**src/rtl/assert_macros.svh**
```systemverilog
// Assertion macros used by the top RTL file of the memory unit.
// Depends on nothing; simulation builds get checks, synthesis builds get empty bodies.
`ifndef ASSERT_MACROS_SVH
`define ASSERT_MACROS_SVH
`ifndef SYNTHESIS
`define ASSERT_CLK(lbl, clk_sig, rst_sig, prop) \
  lbl: assert property (@(posedge clk_sig) disable iff (rst_sig) prop) \
    else $error("assertion failed");
`define ASSERT_NEVER(lbl, clk_sig, rst_sig, cond) \
  lbl: assert property (@(posedge clk_sig) disable iff (rst_sig) !(cond)) \
    else $error("forbidden condition seen");
`else
`define ASSERT_CLK(lbl, clk_sig, rst_sig, prop)
`define ASSERT_NEVER(lbl, clk_sig, rst_sig, cond)
`endif
`endif

```
**src/rtl/mulu_pkg.sv**
```systemverilog
// Shared types, codes and constants of the multicycle memory unit.
// Used by mulu_ctrl, mulu_dp and memory_unit_with_latency_unit.
package mulu_pkg;

  localparam int WORD_W = 32;
  localparam int DEF_MEM_DEPTH = 256;

  // address reduction: quotient estimate, then remainder with one correction
  localparam int ADDR_STEPS = 2;
  localparam int STEP_W = $clog2(ADDR_STEPS);
  localparam logic [STEP_W-1:0] STEP_LAST = STEP_W'(ADDR_STEPS - 1);

  localparam logic [WORD_W-1:0] ALL_ONES = '1;

  localparam logic CMD_ISSUE = 1'b0;
  localparam logic CMD_TICK = 1'b1;

  localparam logic [1:0] OPC_LOAD = 2'd0;
  localparam logic [1:0] OPC_LOADI = 2'd1;
  localparam logic [1:0] OPC_STORE = 2'd2;
  localparam logic [1:0] OPC_STOREV = 2'd3;

  typedef struct packed {
    logic issue;
    logic addr_step;
    logic clear_step;
    logic complete;
    logic clear_hold;
    logic capture;
    logic finished;
  } ctrl_cmd_t;

  typedef struct packed {
    logic clear_done;
    logic addr_done;
  } dp_stat_t;

  function automatic logic [2:0] op_latency(input logic [1:0] opc);
    logic [2:0] lat;
    unique case (opc)
      OPC_LOAD: lat = 3'd3;
      OPC_LOADI: lat = 3'd1;
      OPC_STORE: lat = 3'd2;
      OPC_STOREV: lat = 3'd2;
      default: lat = 3'd2;
    endcase
    return lat;
  endfunction

endpackage

```
**src/rtl/mulu_ctrl.sv**
```systemverilog
// Controller of the memory unit: handshake, countdown and sequencing state.
// Depends on mulu_pkg; drives mulu_dp through ctrl_cmd_t.
module mulu_ctrl
  import mulu_pkg::*;
(
  input  logic       clk,
  input  logic       rst,
  input  logic       in_valid,
  output logic       in_stall,
  input  logic       in_cmd,
  input  logic [1:0] in_opcode,
  output logic       out_valid,
  input  logic       out_stall,
  input  dp_stat_t   stat,
  output ctrl_cmd_t  cmd
);

  localparam logic [1:0] ST_CLEAR = 2'd0;
  localparam logic [1:0] ST_IDLE = 2'd1;
  localparam logic [1:0] ST_ADDR = 2'd2;

  localparam logic [2:0] CNT_IDLE = 3'b111;
  localparam logic [2:0] CNT_ZERO = 3'd0;
  localparam logic [2:0] CNT_ONE = 3'd1;

  logic [1:0] state;
  logic [1:0] state_next;
  logic [2:0] cnt;
  logic [2:0] cnt_next;
  logic       accept;

  assign in_stall = (state != ST_IDLE) || (out_valid && out_stall);
  assign accept = in_valid && !in_stall;

  always_comb begin
    state_next = state;
    cnt_next = cnt;
    cmd = '0;
    unique case (state)
      ST_CLEAR: begin
        cmd.clear_step = 1'b1;
        if (stat.clear_done) state_next = ST_IDLE;
      end
      ST_ADDR: begin
        cmd.addr_step = 1'b1;
        if (stat.addr_done) state_next = ST_IDLE;
      end
      ST_IDLE: begin
        if (accept) begin
          cmd.capture = 1'b1;
          if (in_cmd == CMD_ISSUE) begin
            cmd.issue = 1'b1;
            cnt_next = op_latency(in_opcode);
            state_next = ST_ADDR;
          end else if (cnt == CNT_ZERO) begin
            cnt_next = CNT_IDLE;
            cmd.clear_hold = 1'b1;
          end else if (cnt != CNT_IDLE) begin
            cnt_next = cnt - 3'd1;
            cmd.complete = (cnt == CNT_ONE);
          end
        end
      end
      default: state_next = ST_CLEAR;
    endcase
    cmd.finished = (cnt_next == CNT_ZERO) || (cnt_next == CNT_IDLE);
  end

  always_ff @(posedge clk) begin
    if (rst) begin
      state <= ST_CLEAR;
      cnt <= CNT_IDLE;
      out_valid <= 1'b0;
    end else begin
      state <= state_next;
      cnt <= cnt_next;
      if (accept) out_valid <= 1'b1;
      else if (!out_stall) out_valid <= 1'b0;
    end
  end

endmodule

```
**config.mk**
```make
export PLATFORM = sky130hd
export DESIGN_NAME = mulu_ctrl
export DESIGN_NICKNAME = d
export VERILOG_FILES = /design/src/rtl/assert_macros.svh /design/src/rtl/mulu_pkg.sv /design/src/rtl/mulu_ctrl.sv
export SDC_FILE = /design/constraint.sdc
export NUM_CORES = 1
export LEC_CHECK = 0
export ABC_AREA = 1
export BUFFER_PORTS_ARGS = -buffer_cell sky130_fd_sc_hd__buf_2
export CAP_MARGIN = 15
export CORE_AREA = 5 5 42 44
export CTS_CLUSTER_SIZE = 14
export DETAILED_ROUTE_END_ITERATION = 12
export DIE_AREA = 0 0 47 49
export PLACE_DENSITY = 0.63
export SKIP_CTS_REPAIR_TIMING = 1
export SYNTH_ARGS = -nofsm -noshare
export SYNTH_HDL_FRONTEND = slang
export SYNTH_SLANG_ARGS = --single-unit
```
**constraint.sdc**
```tcl
create_clock -name clk -period 1.6 [get_ports clk]
set_input_delay 0.32 -clock clk [delete_from_list [all_inputs] [get_ports clk]]
set_output_delay 0.32 -clock clk [all_outputs]
set_load 0.01 [all_outputs]
```
---- Word level (Yosys, flattened, before mapping) ----
Cells that the tools add are included.
cells by class
  add/sub/neg operators ................... 1
  multiplexer cells ....................... 24
  equal/unequal tests ..................... 14
  reductions and logical operators ........ 11
operator list
  kind                                                                      number
  3-bit 2-to-1 mux                                                          7
  1-bit 2-to-1 mux                                                          10
  2-bit 2-to-1 mux                                                          5
  3-bit case mux with 3 select lines                                        1
  2-bit inequality test (second input constant)                             4
  2-bit equality test (second input constant)                               3
  3-bit logical NOT                                                         2
  2-bit case mux with 3 select lines                                        1
  2-bit by 1-bit equality test with 1-bit output (second input constant)    2
  2-bit logical NOT                                                         2
  2-bit by 1-bit inequality test with 1-bit output (second input constant)  2
  4-bit AND reduction                                                       1
  3-bit by 1-bit equality test with 1-bit output (second input constant)    1
  3-bit equality test (second input constant)                               1
  3-bit inequality test (second input constant)                             1
  3-bit by 1-bit subtractor with 3-bit output (second input constant)       1
  1-bit logical AND                                                         2
  1-bit logical OR                                                          2
  2-bit OR reduction                                                        1
  1-bit logical NOT                                                         1
storage, ports and cells
  bits in registers ....................... 6
  logic and storage cells ................. 53
  input bits .............................. 9
  output and inout port bits .............. 9

---- Longest topological paths before layout ----
  depth in word-level cells ............... 8
  depth in mapped cells ................... 10
  depth with buffers taken out ............ 10

---- Worst setup path after synthesis ----
OpenSTA, ideal clock, no wires.
  kind .................................... reg2out
  start point ............................. register out_valid
  end point ............................... output cmd[0] in the netlist's numbering
  cell stages (with the launch flop) ...... 8
  buffers on the path ..................... 0
  arrival ................................. 1.247 ns
  slack ................................... 0.033 ns
  path through ............................ dfxtp_1 > nand2_1 > nand3_1 > nor2_1 > nand3_1 > a21oi_1 > nand2_1 > nand2_1
RTL lines
  what                    RTL line         RTL
  from (decl)             mulu_ctrl.sv:12  output logic out_valid,
  from (signal assigned)  mulu_ctrl.sv:73  out_valid <= 1'b0;
  from (signal assigned)  mulu_ctrl.sv:77  if (accept) out_valid <= 1'b1;
  from (signal assigned)  mulu_ctrl.sv:78  else if (!out_stall) out_valid <= 1'b0;
  to (decl)               mulu_ctrl.sv:15  output ctrl_cmd_t cmd

==> flow_summary_export.csv <==
group,metric,value,unit
status,status,"finished, violations left",
status,failed_checks,"setup timing",
placed_design,preCtsSetupSlack,-0.07544,ns
synth,syn_area,466.7,um2
power,powerDensity,593.9,nW/um2
synth,synth_edf_count,0,
detailed_routing,vias,533,
setup_path,cp_data_required_time,1.28,ns
sta,finalMaxSlewViolations,0,
cells_and_area,antenna_cells,0,
detailed_routing,wl,1261,um
cells_and_area,areaGrowthSynthToFinish,62.73,%
synth,synth-seq-area-share,0.2574,
sta,relSlewSlack,0.8639,
synth,synth_top_cell_by_area,"dfxtp_1",
synth,async_flop_share,0,
synth,syn_inst,74,
power,power.total,0.4510,mW
cells_and_area,num-fill-cells,152,
floorplanning,start_util,0.3330,
synth,ys.flop_type,"dfxtp_1",
cells_and_area,stdcell_area,759.5,um2
placed_design,placed_cell_area,624.3,um2
sta,skew,0.001474,ns
synth,synth_warnings,0,
synth,synth_top_cell_area_share,0.2574,
floorplanning,dieHeight,49,um
floorplanning,rows,14,
sta,final-setup-viol-count,2,
placed_design,dp_hpwl,913.6,um
global_route,antenna_found_initial,0,
floorplanning,core,1401,um2
detailed_routing,firstDrtPassIters,4,
cells_and_area,drive_gt1_frac,0.5243,
cells_and_area,nNetsFinal,118,
sta,period_share,1.152,
synth,synth_nets,87,
synth,synth_cell_types,15,
detailed_routing,wire_per_inst,10.60,um
clock_tree,clkLatencyLatePin,0.24,ns
clock_tree,htreeDepth,1,
power,p_leak,0.3800,nW
worst_hold_path,hp-class,"in -> reg",
detailed_routing,viasPerCell,4.479,
global_route,overflow,0,
flow_run,cap_violations,0,
cells_and_area,post-route-util,0.5420,
synth,synth_seq_cells,6,
synth,syn_avg_cell_area,6.307,um2
clock_tree,cts_buffers,3,
setup_path,end_kind,"output pin",
clock_tree,cts-root-buf,"clkbuf_4",
sta,hold_ws,0.2814,ns
synth,synth_common_cells,"26 x nand2_1, 14 x inv_1, 6 x dfxtp_1, 6 x nor2_1, 5 x nand3_1",
global_route,grt_pass1_vias,458,
detailed_routing,antenna_left,0,
synth,synth.most_common_cell,"nand2_1",
clock_tree,clkSinkCount,6,
setup_path,crit_fanout,4,
global_route,grt_max_degree,7,
setup_path,start_kind,"flop",
clock_tree,tritoncts,"built",
detailed_routing,drt-initial-drc-count,4,
sta,post-route-min-period,1.843,ns
global_route,grt_usage,0.1077,
global_route,grt_pass1_wl,1794,um
sta,max_freq,542.6,MHz
placed_design,numPortBuffers,17,
power,ir_drop,0.0004729,V
setup_path,crit_arrival,1.52,ns
clock_tree,clockBufferDepth,2,
floorplanning,dieArea,2303,um2
synth,synth.area.top_cells,"dfxtp_1 26%, nand2_1 21%, inv_1 11%",
sta,rsz0062_at_grt,"yes",
sta,worstMarginPinSlew,0.2038,ns
placed_design,gp_congestion,0.7826,
clock_tree,clk_pin_slew_worst_paths,0.04,ns
floorplanning,io_pins,18,
sta,worst_slack,-0.2431,ns
detailed_routing,route.detailed.drc,0,
setup_path,path_class,"reg -> out",
floorplanning,die_x,47,um
sta,hold_viol_final,0,
[per-stage QoR]
| step | cells | TNS (ns) |
|---|---|---|
| 6_report | 119 | -0.3062 |
| 5_1_grt | 119 | -0.6434 |
| 4_1_cts | 117 | -0.7179 |
| 3_5_place_dp | 114 | -0.07544 |
| 3_3_place_gp | 114 | -0.08515 |
| 2_1_floorplan | 74 | 0 |
[cell families (layout without fill, tap and decap cells)]
logic type	after synthesis	in the layout	synth area share
buf+inv	15	44	0.1206
fa+ha+maj	4	4	0.1072
flops	6	6	0.2574
simple gates	43	43	0.4370
compound gates	6	6	0.07776
[power by group]
part	switching (mW)	leakage (nW)	internal, mW
registers	0.0120	0.0491	0.158
logic	0.0799	0.317	0.0693
clock network	0.0472	0.0138	0.0843
total	0.139	0.380	0.312
[worst paths after layout]
kind	endpoint	slack, ns	from	cells after the start
max reg2reg	cnt[2]$_SDFF_PP1_	0.34	cnt[0]$_SDFF_PP1_	9
min	state[0]$_SDFFE_PP0P_	0.28	rst	2
max	cmd[0]	-0.24	cnt[0]$_SDFF_PP1_	10
min reg2reg	out_valid$_SDFFE_PP0P_	0.57	out_valid$_SDFFE_PP0P_	2
[state kept, by name, indices dropped and copies added, names as in the netlist]
signal and cells:
state 2, cnt 3, out_valid 1
[cell type report]
class | instances | area [um2] | share of cell area
Sequential cell | 6 | 128.9 | 0.1697
Tap cell | 16 | 20.02 | 0.02636
Clock buffer | 3 | 22.52 | 0.02965
Timing Repair Buffer | 26 | 162.7 | 0.2142
Multi-Input combinational cell | 53 | 361.6 | 0.4761
Inverter | 15 | 63.81 | 0.08402
[worst max-delay path, cell delays in order (launching register included)]
cell and delay [ns]:
dfxtp_4 0.38, inv_4 0.06, ha_4 0.15, nand2_1 0.08
nand2_2 0.06, nand2_2 0.10, nand3_2 0.08, a21oi_2 0.14
nand2_1 0.06, nand2_1 0.05, buf_2 0.12
[layer usage]
layer	wire length, um	up-vias	track usage
li1	-	285	-
met5	0	-	0
met4	0	0	0.01382
met2	709	16	0.1787
met1	439	232	0.1121
met3	112	0	0.07380
[cell usage in the layout (no fill, tap or decap), drive strengths merged]
cell type | netlist | layout
nand2 | 26 | 26
buf | 0 | 26
inv | 15 | 15
nor2 | 9 | 9
nand3 | 6 | 6
dfxtp | 6 | 6
a21oi | 5 | 5
ha | 4 | 4
clkbuf | 0 | 3
nor3b | 1 | 1
nor3 | 1 | 1
o211ai | 1 | 1
(Power assumes the default switching activity.)
